--- config.mk ---
export PLATFORM = sky130hd
export DESIGN_NAME = uv_sphere_tessellator_top
export DESIGN_NICKNAME = d
export VERILOG_FILES = /design/src/rtl/uvst_pkg.sv /design/src/rtl/uvst_front.sv /design/src/rtl/uvst_queue.sv /design/src/rtl/uvst_back.sv /design/src/rtl/uv_sphere_tessellator_top.sv
export VERILOG_INCLUDE_DIRS = /design/src /design/src/rtl
export SDC_FILE = /design/constraint.sdc
export NUM_CORES = 2
export LEC_CHECK = 0
export BUFFER_PORTS_ARGS = -buffer_cell sky130_fd_sc_hd__buf_2
export CAP_MARGIN = 30
export CORE_ASPECT_RATIO = 0.9
export CORE_UTILIZATION = 50
export DETAILED_ROUTE_END_ITERATION = 6
export HOLD_SLACK_MARGIN = 0.08
export PLACE_DENSITY_LB_ADDON = 0.25
export SYNTH_ARGS = -nofsm -noshare
export SYNTH_HDL_FRONTEND = slang
export SYNTH_HIERARCHICAL = 1
export SYNTH_SLANG_ARGS = --single-unit
--- constraint.sdc ---
create_clock -name clock -period 9.4 [get_ports clock]
set_input_delay 1.88 -clock clock [delete_from_list [all_inputs] [get_ports clock]]
set_output_delay 1.88 -clock clock [all_outputs]
set_load 0.005 [all_outputs]
--- src/rtl/uv_sphere_tessellator_top_assert.svh ---
// ----------------------------------------------------------------------------
// UV sphere tessellator assertion macros
// Implication and next-cycle checks shared by the RTL modules.
// ----------------------------------------------------------------------------
`ifndef UV_SPHERE_TESSELLATOR_TOP_ASSERT_SVH
`define UV_SPHERE_TESSELLATOR_TOP_ASSERT_SVH

// same-cycle implication
`define UVST_ASSERT_IMP(label, clk, rst, ante, cons, msg) \
   label: assert property (@(posedge clk) disable iff (rst) (ante) |-> (cons)) \
      else $error(msg);

// next-cycle implication
`define UVST_ASSERT_NXT(label, clk, rst, ante, cons, msg) \
   label: assert property (@(posedge clk) disable iff (rst) (ante) |=> (cons)) \
      else $error(msg);

`endif

--- src/rtl/uvst_pkg.sv ---
`timescale 1ns / 1ps
// ----------------------------------------------------------------------------
// UV sphere tessellator package
// Field widths, defaults, vertex slot order and fixed-point helpers.
// ----------------------------------------------------------------------------
package uvst_pkg;

   localparam int SUBDIV_DEFAULT      = 8;
   localparam int QUEUE_DEPTH_DEFAULT = 2;

   localparam int ROW_W    = 4;
   localparam int COL_W    = 5;
   localparam int COORD_W  = 16;
   localparam int RADIUS_W = 15;
   localparam int SLOT_W   = 3;
   localparam int TRIG_W   = 15;

   localparam logic [RADIUS_W-1:0] RADIUS_RESET = 15'd8192;
   localparam logic [SLOT_W-1:0]   FIRST_SLOT   = 3'd0;
   localparam logic [SLOT_W-1:0]   LAST_SLOT    = 3'd5;

   // corner codes of one quad
   localparam logic [1:0] PT_LO_J0 = 2'd0;
   localparam logic [1:0] PT_LO_J1 = 2'd1;
   localparam logic [1:0] PT_UP_J0 = 2'd2;
   localparam logic [1:0] PT_UP_J1 = 2'd3;

   localparam logic [63:0] PI_Q30 = 64'd3373259426;

   localparam logic [63:0] TAYLOR_DIV [16] = '{
      64'd6,   64'd20,  64'd42,  64'd72,  64'd110, 64'd156, 64'd210, 64'd272,
      64'd342, 64'd420, 64'd506, 64'd600, 64'd702, 64'd812, 64'd930, 64'd1056
   };

   typedef struct packed {
      logic full;
      logic empty;
   } q_stat_type;

   // Q30 angle to Q14 sine, truncating Taylor series
   function automatic logic [TRIG_W-1:0] sin_taylor(logic [63:0] x);
      logic [63:0]        term;
      logic signed [63:0] sum;
      logic signed [63:0] rounded;
      term = x;
      sum  = '0;
      for (int n = 0; n < 16; n++) begin
         if (term != '0) begin
            if ((n & 1) != 0) begin
               sum = sum - $signed(term);
            end else begin
               sum = sum + $signed(term);
            end
            term = (term * x) >> 30;
            term = (term * x) >> 30;
            term = term / TAYLOR_DIV[n];
         end
      end
      if (sum < 0) begin
         sum = '0;
      end
      rounded = (sum + 64'sd32768) >>> 16;
      return TRIG_W'(rounded);
   endfunction

   function automatic logic [1:0] slot_point(logic [SLOT_W-1:0] slot);
      logic [1:0] pt;
      case (slot)
         3'd0:    pt = PT_LO_J0;
         3'd1:    pt = PT_UP_J1;
         3'd2:    pt = PT_UP_J0;
         3'd3:    pt = PT_LO_J0;
         3'd4:    pt = PT_LO_J1;
         3'd5:    pt = PT_UP_J1;
         default: pt = PT_LO_J0;
      endcase
      return pt;
   endfunction

   function automatic logic signed [COORD_W-1:0] apply_sign(logic neg,
                                                            logic [TRIG_W-1:0] mag);
      logic signed [COORD_W-1:0] v;
      v = $signed({1'b0, mag});
      return neg ? -v : v;
   endfunction

   // divide by 2^14, round half away from zero
   function automatic logic signed [17:0] rnd14(logic signed [31:0] v);
      logic [31:0] mag;
      logic [17:0] q;
      mag = (v < 0) ? 32'(-v) : 32'(v);
      q   = 18'((mag + 32'd8192) >> 14);
      return (v < 0) ? -$signed(q) : $signed(q);
   endfunction

endpackage

--- src/rtl/uvst_front.sv ---
`timescale 1ns / 1ps
// ----------------------------------------------------------------------------
// UV sphere tessellator front end
// Accepts a quad request and resolves its ring and segment angle indices.
// ----------------------------------------------------------------------------
module uvst_front #(
   parameter  int SUBDIV = uvst_pkg::SUBDIV_DEFAULT,
   localparam int AW     = $clog2(4 * SUBDIV)
) (
   input  logic                          start,
   output logic                          busy,
   input  logic [uvst_pkg::ROW_W-1:0]    req_band_row,
   input  logic [uvst_pkg::COL_W-1:0]    req_segment_col,
   input  uvst_pkg::q_stat_type          stat,
   output logic                          push,
   output logic [4*AW-1:0]               entry
);

   localparam int FULL = 4 * SUBDIV;
   localparam int WW   = $clog2(4 * SUBDIV + 33);

   logic [AW-1:0] up;
   logic [AW-1:0] lo;
   logic [AW-1:0] j0;
   logic [AW-1:0] j1;

   function automatic logic [AW-1:0] wrap_full(logic [WW-1:0] v);
      logic [WW-1:0] w;
      w = v;
      for (int i = 0; i < 8; i++) begin
         if (w >= WW'(FULL)) begin
            w = w - WW'(FULL);
         end
      end
      return AW'(w);
   endfunction

   always_comb begin
      up = wrap_full(WW'(2 * SUBDIV) + WW'(req_band_row));
      lo = wrap_full(WW'(up) + WW'(1));
      j0 = wrap_full(WW'(req_segment_col));
      j1 = wrap_full(WW'(j0) + WW'(1));
   end

   assign busy  = stat.full;
   assign push  = start && !stat.full;
   assign entry = {up, lo, j0, j1};

endmodule

--- src/rtl/uvst_queue.sv ---
`timescale 1ns / 1ps
// ----------------------------------------------------------------------------
// UV sphere tessellator quad queue
// Short FIFO of resolved quads between front end and vertex engine.
// ----------------------------------------------------------------------------
`include "uv_sphere_tessellator_top_assert.svh"

module uvst_queue #(
   parameter int DEPTH = uvst_pkg::QUEUE_DEPTH_DEFAULT,
   parameter int WIDTH = 20
) (
   input  logic                 clock,
   input  logic                 reset,
   input  logic                 push,
   input  logic [WIDTH-1:0]     push_data,
   input  logic                 pop,
   output uvst_pkg::q_stat_type stat,
   output logic [WIDTH-1:0]     pop_data
);

   localparam int PW = (DEPTH > 1) ? $clog2(DEPTH) : 1;
   localparam int CW = $clog2(DEPTH + 1);

   logic [WIDTH-1:0] entries_ff [DEPTH];
   logic [PW-1:0]    wr_ptr_ff, wr_ptr_in;
   logic [PW-1:0]    rd_ptr_ff, rd_ptr_in;
   logic [CW-1:0]    count_ff, count_in;

   always_comb begin
      wr_ptr_in = wr_ptr_ff;
      rd_ptr_in = rd_ptr_ff;
      if (push) begin
         wr_ptr_in = (wr_ptr_ff == PW'(DEPTH - 1)) ? '0 : wr_ptr_ff + 1'b1;
      end
      if (pop) begin
         rd_ptr_in = (rd_ptr_ff == PW'(DEPTH - 1)) ? '0 : rd_ptr_ff + 1'b1;
      end
      count_in = count_ff + CW'(push) - CW'(pop);
   end

   always_ff @(posedge clock) begin
      if (reset) begin
         wr_ptr_ff <= '0;
         rd_ptr_ff <= '0;
         count_ff  <= '0;
      end else begin
         wr_ptr_ff <= wr_ptr_in;
         rd_ptr_ff <= rd_ptr_in;
         count_ff  <= count_in;
      end
   end

   always_ff @(posedge clock) begin
      if (push) begin
         entries_ff[wr_ptr_ff] <= push_data;
      end
   end

   assign stat.full  = (count_ff == CW'(DEPTH));
   assign stat.empty = (count_ff == '0);
   assign pop_data   = entries_ff[rd_ptr_ff];

   `UVST_ASSERT_IMP(a_push_not_full, clock, reset, push, !stat.full, "push into full queue")
   `UVST_ASSERT_IMP(a_pop_not_empty, clock, reset, pop, !stat.empty, "pop from empty queue")
   `UVST_ASSERT_NXT(a_count_drop, clock, reset, pop && !push, count_ff == $past(count_ff) - 1'b1, "queue count did not drop")

endmodule

--- src/rtl/uvst_back.sv ---
`timescale 1ns / 1ps
// ----------------------------------------------------------------------------
// UV sphere tessellator vertex engine
// Steps six vertex slots per quad through a trig, multiply, scale pipeline.
// ----------------------------------------------------------------------------
`include "uv_sphere_tessellator_top_assert.svh"

module uvst_back #(
   parameter  int SUBDIV = uvst_pkg::SUBDIV_DEFAULT,
   localparam int AW     = $clog2(4 * SUBDIV)
) (
   input  logic                                 clock,
   input  logic                                 reset,
   input  uvst_pkg::q_stat_type                 stat,
   input  logic [4*AW-1:0]                      pop_data,
   input  logic [uvst_pkg::RADIUS_W-1:0]        radius,
   output logic                                 pop,
   output logic                                 rsp_valid,
   output logic signed [uvst_pkg::COORD_W-1:0]  rsp_vx,
   output logic signed [uvst_pkg::COORD_W-1:0]  rsp_vy,
   output logic signed [uvst_pkg::COORD_W-1:0]  rsp_vz,
   output logic [uvst_pkg::SLOT_W-1:0]          rsp_vertex_slot,
   output logic                                 rsp_last_vertex
);

   localparam int CW = uvst_pkg::COORD_W;
   localparam int SW = uvst_pkg::SLOT_W;
   localparam int QW = $clog2(SUBDIV + 1);

   localparam logic [AW:0] S1 = (AW + 1)'(SUBDIV);
   localparam logic [AW:0] S2 = (AW + 1)'(2 * SUBDIV);
   localparam logic [AW:0] S3 = (AW + 1)'(3 * SUBDIV);
   localparam logic [AW:0] S4 = (AW + 1)'(4 * SUBDIV);

   // quarter-wave sine table
   logic [uvst_pkg::TRIG_W-1:0] sin_tab [SUBDIV + 1];

   for (genvar k = 0; k <= SUBDIV; k++) begin : g_sin
      localparam logic [63:0] XK = (64'(k) * uvst_pkg::PI_Q30) / (2 * SUBDIV);
      assign sin_tab[k] = uvst_pkg::sin_taylor(XK);
   end

   function automatic logic [QW:0] fold(logic [AW-1:0] k);
      logic [AW:0] kx;
      logic [AW:0] m;
      logic        neg;
      kx = {1'b0, k};
      if (kx < S1) begin
         neg = 1'b0;
         m   = kx;
      end else if (kx < S2) begin
         neg = 1'b0;
         m   = S2 - kx;
      end else if (kx < S3) begin
         neg = 1'b1;
         m   = kx - S2;
      end else begin
         neg = 1'b1;
         m   = S4 - kx;
      end
      return {neg, QW'(m)};
   endfunction

   function automatic logic [AW-1:0] quarter_on(logic [AW-1:0] k);
      logic [AW:0] s;
      s = {1'b0, k} + S1;
      if (s >= S4) begin
         s = s - S4;
      end
      return AW'(s);
   endfunction

   // sequencer
   logic          run_ff, run_in;
   logic [SW-1:0] slot_ff, slot_in;
   logic [4*AW-1:0] cur_ff, cur_in;
   logic          take;

   assign take = !stat.empty && (!run_ff || slot_ff == uvst_pkg::LAST_SLOT);
   assign pop  = take;

   always_comb begin
      run_in  = run_ff;
      slot_in = slot_ff;
      cur_in  = cur_ff;
      if (take) begin
         run_in  = 1'b1;
         slot_in = uvst_pkg::FIRST_SLOT;
         cur_in  = pop_data;
      end else if (run_ff && slot_ff == uvst_pkg::LAST_SLOT) begin
         run_in = 1'b0;
      end else if (run_ff) begin
         slot_in = slot_ff + 1'b1;
      end
   end

   // stage 0: corner select and table lookup
   logic [1:0]    pt;
   logic [AW-1:0] pol, azi;
   logic [QW:0]   f_sp, f_cp, f_sa, f_ca;

   logic          s1_valid_ff, s1_valid_in;
   logic [SW-1:0] s1_slot_ff, s1_slot_in;
   logic signed [CW-1:0] s1_sp_ff, s1_sp_in;
   logic signed [CW-1:0] s1_cp_ff, s1_cp_in;
   logic signed [CW-1:0] s1_sa_ff, s1_sa_in;
   logic signed [CW-1:0] s1_ca_ff, s1_ca_in;

   always_comb begin
      pt  = uvst_pkg::slot_point(slot_ff);
      pol = (pt == uvst_pkg::PT_UP_J0 || pt == uvst_pkg::PT_UP_J1) ?
            cur_ff[4*AW-1:3*AW] : cur_ff[3*AW-1:2*AW];
      azi = (pt == uvst_pkg::PT_LO_J1 || pt == uvst_pkg::PT_UP_J1) ?
            cur_ff[AW-1:0] : cur_ff[2*AW-1:AW];
      f_sp = fold(pol);
      f_cp = fold(quarter_on(pol));
      f_sa = fold(azi);
      f_ca = fold(quarter_on(azi));
      s1_valid_in = run_ff;
      s1_slot_in  = slot_ff;
      s1_sp_in    = uvst_pkg::apply_sign(f_sp[QW], sin_tab[f_sp[QW-1:0]]);
      s1_cp_in    = uvst_pkg::apply_sign(f_cp[QW], sin_tab[f_cp[QW-1:0]]);
      s1_sa_in    = uvst_pkg::apply_sign(f_sa[QW], sin_tab[f_sa[QW-1:0]]);
      s1_ca_in    = uvst_pkg::apply_sign(f_ca[QW], sin_tab[f_ca[QW-1:0]]);
   end

   // stage 1: direction products and y
   logic signed [CW-1:0] rad_s;
   logic signed [31:0]   p_x, p_z, p_y;

   logic          s2_valid_ff, s2_valid_in;
   logic [SW-1:0] s2_slot_ff, s2_slot_in;
   logic signed [CW-1:0] s2_tx_ff, s2_tx_in;
   logic signed [CW-1:0] s2_tz_ff, s2_tz_in;
   logic signed [CW-1:0] s2_y_ff, s2_y_in;

   assign rad_s = $signed({1'b0, radius});

   always_comb begin
      p_x = s1_ca_ff * s1_sp_ff;
      p_z = s1_sa_ff * s1_sp_ff;
      p_y = rad_s * s1_cp_ff;
      s2_valid_in = s1_valid_ff;
      s2_slot_in  = s1_slot_ff;
      s2_tx_in    = CW'(uvst_pkg::rnd14(p_x));
      s2_tz_in    = CW'(uvst_pkg::rnd14(p_z));
      s2_y_in     = CW'(uvst_pkg::rnd14(p_y));
   end

   // stage 2: radius scale into the output register
   logic signed [31:0] q_x, q_z;

   logic          s3_valid_ff, s3_valid_in;
   logic [SW-1:0] s3_slot_ff, s3_slot_in;
   logic signed [CW-1:0] s3_vx_ff, s3_vx_in;
   logic signed [CW-1:0] s3_vy_ff, s3_vy_in;
   logic signed [CW-1:0] s3_vz_ff, s3_vz_in;

   always_comb begin
      q_x = rad_s * s2_tx_ff;
      q_z = rad_s * s2_tz_ff;
      s3_valid_in = s2_valid_ff;
      s3_slot_in  = s2_slot_ff;
      s3_vx_in    = CW'(uvst_pkg::rnd14(q_x));
      s3_vy_in    = s2_y_ff;
      s3_vz_in    = CW'(uvst_pkg::rnd14(q_z));
   end

   always_ff @(posedge clock) begin
      if (reset) begin
         run_ff      <= 1'b0;
         slot_ff     <= uvst_pkg::FIRST_SLOT;
         s1_valid_ff <= 1'b0;
         s2_valid_ff <= 1'b0;
         s3_valid_ff <= 1'b0;
      end else begin
         run_ff      <= run_in;
         slot_ff     <= slot_in;
         s1_valid_ff <= s1_valid_in;
         s2_valid_ff <= s2_valid_in;
         s3_valid_ff <= s3_valid_in;
      end
   end

   always_ff @(posedge clock) begin
      cur_ff     <= cur_in;
      s1_slot_ff <= s1_slot_in;
      s1_sp_ff   <= s1_sp_in;
      s1_cp_ff   <= s1_cp_in;
      s1_sa_ff   <= s1_sa_in;
      s1_ca_ff   <= s1_ca_in;
      s2_slot_ff <= s2_slot_in;
      s2_tx_ff   <= s2_tx_in;
      s2_tz_ff   <= s2_tz_in;
      s2_y_ff    <= s2_y_in;
      s3_slot_ff <= s3_slot_in;
      s3_vx_ff   <= s3_vx_in;
      s3_vy_ff   <= s3_vy_in;
      s3_vz_ff   <= s3_vz_in;
   end

   assign rsp_valid       = s3_valid_ff;
   assign rsp_vx          = s3_vx_ff;
   assign rsp_vy          = s3_vy_ff;
   assign rsp_vz          = s3_vz_ff;
   assign rsp_vertex_slot = s3_slot_ff;
   assign rsp_last_vertex = (s3_slot_ff == uvst_pkg::LAST_SLOT);

   `UVST_ASSERT_NXT(a_slot_step, clock, reset, s3_valid_ff && s3_slot_ff != uvst_pkg::LAST_SLOT, s3_valid_ff && s3_slot_ff == $past(s3_slot_ff) + 1'b1, "vertex slots not consecutive")

endmodule

--- src/rtl/uv_sphere_tessellator_top.sv ---
`timescale 1ns / 1ps
// ----------------------------------------------------------------------------
// UV sphere tessellator
// Emits the six triangle vertices of one UV sphere quad per request.
// ----------------------------------------------------------------------------
// Channel    Ports                                      Beat taken when
// request    req_band_row, req_segment_col              start && !busy
// response   rsp_vx/vy/vz, rsp_vertex_slot, rsp_last    rsp_valid (one cycle)
// config     csr_wr_data (radius)                       csr_wr_en
//
// One request yields six response beats on consecutive cycles; the vertex
// engine steps one slot per cycle, so queued quads follow without a gap.
// Each vertex passes the lookup, product and scale registers to the outputs.
// busy rises while the quad queue holds QUEUE_DEPTH requests.
// Reset is synchronous; radius returns to 0.5 and the queue empties.
// ----------------------------------------------------------------------------
module uv_sphere_tessellator_top #(
   parameter int SUBDIV      = uvst_pkg::SUBDIV_DEFAULT,
   parameter int QUEUE_DEPTH = uvst_pkg::QUEUE_DEPTH_DEFAULT
) (
   input  logic                                 clock,
   input  logic                                 reset,
   input  logic                                 start,
   output logic                                 busy,
   input  logic [uvst_pkg::ROW_W-1:0]           req_band_row,
   input  logic [uvst_pkg::COL_W-1:0]           req_segment_col,
   output logic                                 rsp_valid,
   output logic signed [uvst_pkg::COORD_W-1:0]  rsp_vx,
   output logic signed [uvst_pkg::COORD_W-1:0]  rsp_vy,
   output logic signed [uvst_pkg::COORD_W-1:0]  rsp_vz,
   output logic [uvst_pkg::SLOT_W-1:0]          rsp_vertex_slot,
   output logic                                 rsp_last_vertex,
   input  logic                                 csr_wr_en,
   input  logic [uvst_pkg::RADIUS_W-1:0]        csr_wr_data
);

   localparam int AW = $clog2(4 * SUBDIV);

   logic [uvst_pkg::RADIUS_W-1:0] radius_ff, radius_in;
   uvst_pkg::q_stat_type          stat;
   logic                          push;
   logic                          pop;
   logic [4*AW-1:0]               push_data;
   logic [4*AW-1:0]               pop_data;

   assign radius_in = csr_wr_en ? csr_wr_data : radius_ff;

   always_ff @(posedge clock) begin
      if (reset) begin
         radius_ff <= uvst_pkg::RADIUS_RESET;
      end else begin
         radius_ff <= radius_in;
      end
   end

   uvst_front #(
      .SUBDIV (SUBDIV)
   ) u_front (
      .start           (start),
      .busy            (busy),
      .req_band_row    (req_band_row),
      .req_segment_col (req_segment_col),
      .stat            (stat),
      .push            (push),
      .entry           (push_data)
   );

   uvst_queue #(
      .DEPTH (QUEUE_DEPTH),
      .WIDTH (4 * AW)
   ) u_queue (
      .clock     (clock),
      .reset     (reset),
      .push      (push),
      .push_data (push_data),
      .pop       (pop),
      .stat      (stat),
      .pop_data  (pop_data)
   );

   uvst_back #(
      .SUBDIV (SUBDIV)
   ) u_back (
      .clock           (clock),
      .reset           (reset),
      .stat            (stat),
      .pop_data        (pop_data),
      .radius          (radius_ff),
      .pop             (pop),
      .rsp_valid       (rsp_valid),
      .rsp_vx          (rsp_vx),
      .rsp_vy          (rsp_vy),
      .rsp_vz          (rsp_vz),
      .rsp_vertex_slot (rsp_vertex_slot),
      .rsp_last_vertex (rsp_last_vertex)
   );

endmodule
==> results.txt <==
----------------------------------------------------
[Floorplan]
  Vertical die dimension ... 335.1 um
  Initial standard-cell utilization of the core ... 0.5071
  Number of ports placed on the die boundary ... 82
  # rows ... 121
  Chip width ... 372.1 um
  Core footprint ... 121600 um^2
  Die footprint ... 124700 um^2

[Detailed routing]
  Remaining antenna violation count ... 0
  Number of vias after detailed routing ... 47362
  Met2 routed WL ... 69990 um
  Number of remaining DRC errors ... 0
  Metal-1 WL ... 66220 um
  Metal3 WL ... 8438 um
  Initial drt markers ... 2982
  DR pass1 iterations ... 7
  Routed wirelength normalized by instance count ... 17.08 um
  Overall routed net length ... 148000 um
  Highest metal layer with signal wires ... met4
  Number of vias per cell ... 5.468

[Placed design]
  HPWL Detailed ... 120100 um
  Placed cells ... 8599
  Gp weighted congestion ... 0.8920
  Dpl ws ... 0.2101 ns
  Buffers added on ports ... 81

[Synth]
  Leading cell type by number of instances after synthesis ... sky130_fd_sc_hd__inv_1
  Cell Area, Synth ... 61650 um^2
  Post-Synthesis Cells ... 7038
  Most area-hungry cell type in the Yosys netlist ... sky130_fd_sc_hd__fa_1
  Count of distinct cell types in the synthesized netlist ... 115
  Count of warnings emitted by yosys ... 6
  Main flop type after synthesis ... sky130_fd_sc_hd__dfxtp_1
  Number of synthesized flops with an enable pin ... 60
  Synthesized netlist net count ... 8713
  Async S/R FF share, synth ... 0
  Share of synthesized area occupied by flip-flops and latches ... 0.09287
  Flops & latches, synth ... 256
  Top cell types by occurrence after synthesis ... sky130_fd_sc_hd__inv_1, sky130_fd_sc_hd__fa_1, sky130_fd_sc_hd__nand2_1
  Area fraction of the dominant cell type after synthesis ... 0.3455
  Average cell area after synthesis ... 8.760 um^2
  Main area contributors after synthesis ... sky130_fd_sc_hd__fa_1, sky130_fd_sc_hd__ha_1, sky130_fd_sc_hd__inv_1

[Clock tree]
  Cts hold-fix bufs ... 0
  Resize count post-CTS ... 0
  CTS tree ... built
  Clock-pin slew reported for the worst setup and hold paths after clock tree synthesis ... 0.06 ns
  Depth of the CTS H-tree ... 2
  Worst-Skew Late Latency ... 0.60 ns
  Total clock buffers created by CTS ... 34
  Buffer levels on the longest clock path ... 3
  Cell chosen for the clock root ... sky130_fd_sc_hd__clkbuf_16
  Sinks on Clock Net ... 256
  Number of setup buffers added after CTS ... 0

[Setup path]
  Cell class contributing the biggest share of worst-path delay ... adder cells
  Required time worst endpoint ... 9.86 ns
  Buffers plus inverters on the worst setup path ... 6
  Startpoint-to-endpoint class of the critical path ... flip-flop to flip-flop
  Reg-to-reg endpoint ... u_back/s2_tz_ff[11]
  Count of cells along the worst register-to-register path ... 32
  Critical path's largest stage delay ... 0.58 ns
  Cell with the largest stage delay on the worst path ... sky130_fd_sc_hd__fa_1
  Worst-path fanout max ... 22
  Critical Path Source Type ... flip-flop
  CP Data Arrival Time ... 9.44 ns
  Most Frequent Cell on Critical Path ... sky130_fd_sc_hd__fa_1
  FF-to-FF Start ... u_back/s1_sp_ff[5]
  Endpoint class of the critical path ... flip-flop
  Reg-to-reg setup timing slack ... 0.42 ns

[GRT]
  Grt ovf ... 0
  Global-route wire length before repair ... 248800 um
  GR Util All Layers ... 0.2444
  Vias in the first global route ... 49075
  Largest net degree at the start of global routing ... 50
  Initial antenna violation count ... 0

[Min path]
  Kind of path behind the tightest hold check ... flip-flop to flip-flop
  Cell count of the worst hold path ... 0
  Start point of the worst hold path ... u_back/s2_y_ff[15]
  End point of the most critical hold path ... u_back/rsp_vy[15]

[Timing]
  Number of endpoints failing setup at the final stage ... 0
  Least-Margin Pin Slew ... 1.009 ns
  Pins Over Slew Limit ... 0
  Top achievable clock speed ... 0.1114 GHz
  Time the worst path needs with I/O delays and setup ... 8.979 ns
  Final clock period utilization by the worst path ... 0.9553
  Setup tns final ... 0 ns
  Final Skew ... 0.03860 ns
  RSZ-0062 raised after global routing ... yes
  Final Hold Vio Count ... 0
  PnR worst setup slack ... 0.4205 ns
  Slew Limit Headroom ... 0.3272

[Cells and area]
  Share of cells above drive strength 1 ... 0.06869
  Layout fillers ... 11138
  Final std cells w/o fill ... 8661
  Final net count ... 8711
  Synthesis-to-finish area growth ... 6.401%
  Utilization of the core after routing ... 0.5396

[Status]
  Status ... complete, no violations

[Flow run]
  Max Cap Violations ... 0

----------------------------------------------------
per-layer routing:
metal  up-vias  GRT usage
met5         -          0
met4         0    0.05999
met3       200    0.02932
met2      1284     0.4089
met1     23654     0.3357
li1      22224          -
state kept, by name (all words and copies together), names as in the netlist, 2 cells and up, named ones only:
register	cells
u_back/s1_ca_ff	16
u_back/s1_cp_ff	16
u_back/rsp_vz	16
u_back/s2_slot_ff	3
u_queue/entries_ff	40
u_back/s2_tx_ff	16
u_back/s1_slot_in	3
u_back/rsp_vertex_slot	3
u_back/s2_tz_ff	16
u_back/s1_sp_ff	16
u_back/rsp_vy	16
u_queue/count_ff	2
u_back/s2_y_ff	16
u_back/s1_sa_ff	16
u_back/s1_slot_ff	3
u_back/rsp_vx	16
radius_ff	15
u_back/cur_ff	20
worst max-delay path by stage:
stage,start,end,depth (start not counted)
after global routing,u_back/s1_sp_ff[5],u_back/s2_tz_ff[11],33
final,u_back/s1_sp_ff[5],u_back/s2_tz_ff[11],32
after global placement,u_back/s1_sp_ff[1],u_back/s2_tz_ff[13],29
after floorplan,radius_ff[12],u_back/s2_y_ff[14],35
after detailed placement,u_back/s1_sp_ff[1],u_back/s2_tz_ff[11],34
after CTS,u_back/s1_sp_ff[1],u_back/s2_tz_ff[11],34
cell usage in the layout, fill, tap and decap left out, types with 12 or more instances in the layout:
| master | n |
|---|---|
| sky130_fd_sc_hd__a211o_1 | 19 |
| sky130_fd_sc_hd__a211oi_1 | 41 |
| sky130_fd_sc_hd__a21o_1 | 62 |
| sky130_fd_sc_hd__a21oi_1 | 209 |
| sky130_fd_sc_hd__a31o_2 | 13 |
| sky130_fd_sc_hd__a31oi_1 | 38 |
| sky130_fd_sc_hd__and2_1 | 593 |
| sky130_fd_sc_hd__and3_1 | 34 |
| sky130_fd_sc_hd__and4_1 | 16 |
| sky130_fd_sc_hd__buf_2 | 81 |
| sky130_fd_sc_hd__buf_4 | 181 |
| sky130_fd_sc_hd__clkbuf_16 | 35 |
| sky130_fd_sc_hd__dfxtp_1 | 161 |
| sky130_fd_sc_hd__dfxtp_2 | 29 |
| sky130_fd_sc_hd__edfxtp_1 | 60 |
| sky130_fd_sc_hd__fa_1 | 1063 |
| sky130_fd_sc_hd__ha_1 | 582 |
| sky130_fd_sc_hd__inv_1 | 1310 |
| sky130_fd_sc_hd__mux2_2 | 28 |
| sky130_fd_sc_hd__mux2i_1 | 45 |
| sky130_fd_sc_hd__nand2_1 | 820 |
| sky130_fd_sc_hd__nand2b_1 | 66 |
| sky130_fd_sc_hd__nand3_1 | 75 |
| sky130_fd_sc_hd__nand4_1 | 36 |
| sky130_fd_sc_hd__nor2_1 | 266 |
| sky130_fd_sc_hd__nor2b_1 | 54 |
| sky130_fd_sc_hd__nor3_1 | 87 |
| sky130_fd_sc_hd__nor4_1 | 37 |
| sky130_fd_sc_hd__o211ai_1 | 45 |
| sky130_fd_sc_hd__o21a_1 | 31 |
| sky130_fd_sc_hd__o21ai_0 | 156 |
| sky130_fd_sc_hd__o21ai_1 | 13 |
| sky130_fd_sc_hd__o21bai_1 | 16 |
| sky130_fd_sc_hd__o31ai_1 | 19 |
| sky130_fd_sc_hd__o41ai_1 | 12 |
| sky130_fd_sc_hd__or2_2 | 23 |
| sky130_fd_sc_hd__or3_1 | 30 |
| sky130_fd_sc_hd__xnor2_1 | 234 |
| sky130_fd_sc_hd__xor2_1 | 115 |
cells by family after synthesis:
| family | after synthesis | synth area share |
|---|---|---|
| AND/OR/NAND/NOR | 2208 | 0.1805 |
| adder cells (fa/ha/maj) | 1647 | 0.4638 |
| buffers and inverters | 1623 | 0.1007 |
| AO/OA/AOI/OAI | 872 | 0.09683 |
| XOR/XNOR | 357 | 0.05266 |
| flip-flops | 256 | 0.09287 |
| multiplexers | 74 | 0.01258 |
| other | 1 | 0.00006083 |
metrics by stage:
step	hold slack, ns	cell area, um^2
2_1_floorplan	0.3096	61670
3_3_place_gp	0.3122	64340
3_5_place_dp	0.3121	64370
4_1_cts	0.3265	65500
5_1_grt	0.3299	65600
6_report	0.3237	65600
cell type report:
type	count	area, um^2	area share
clock inverters	21	225.2	0.003433
clock buffers	40	904.6	0.01379
diodes	1	2.502	0.00003815
inverters	1311	4921	0.07502
multi-input cells	5159	49780	0.7588
well taps	1599	2001	0.03050
repair buffers	274	1982	0.03021
flip-flops and latches	256	5784	0.08818
worst reg2reg max path: cells and delay by family (launching register included):
family / cells / cell delay (ns)
flip-flops: 1 / 0.52
XOR/XNOR: 3 / 0.47
adder cells (fa/ha/maj): 8 / 3.62
AO/OA/AOI/OAI: 7 / 2.01
AND/OR/NAND/NOR: 8 / 1.28
buffers and inverters: 6 / 1.01
Power is not shown: default switching activity piles up to over one toggle a cycle in this logic, so the estimate is an artifact.
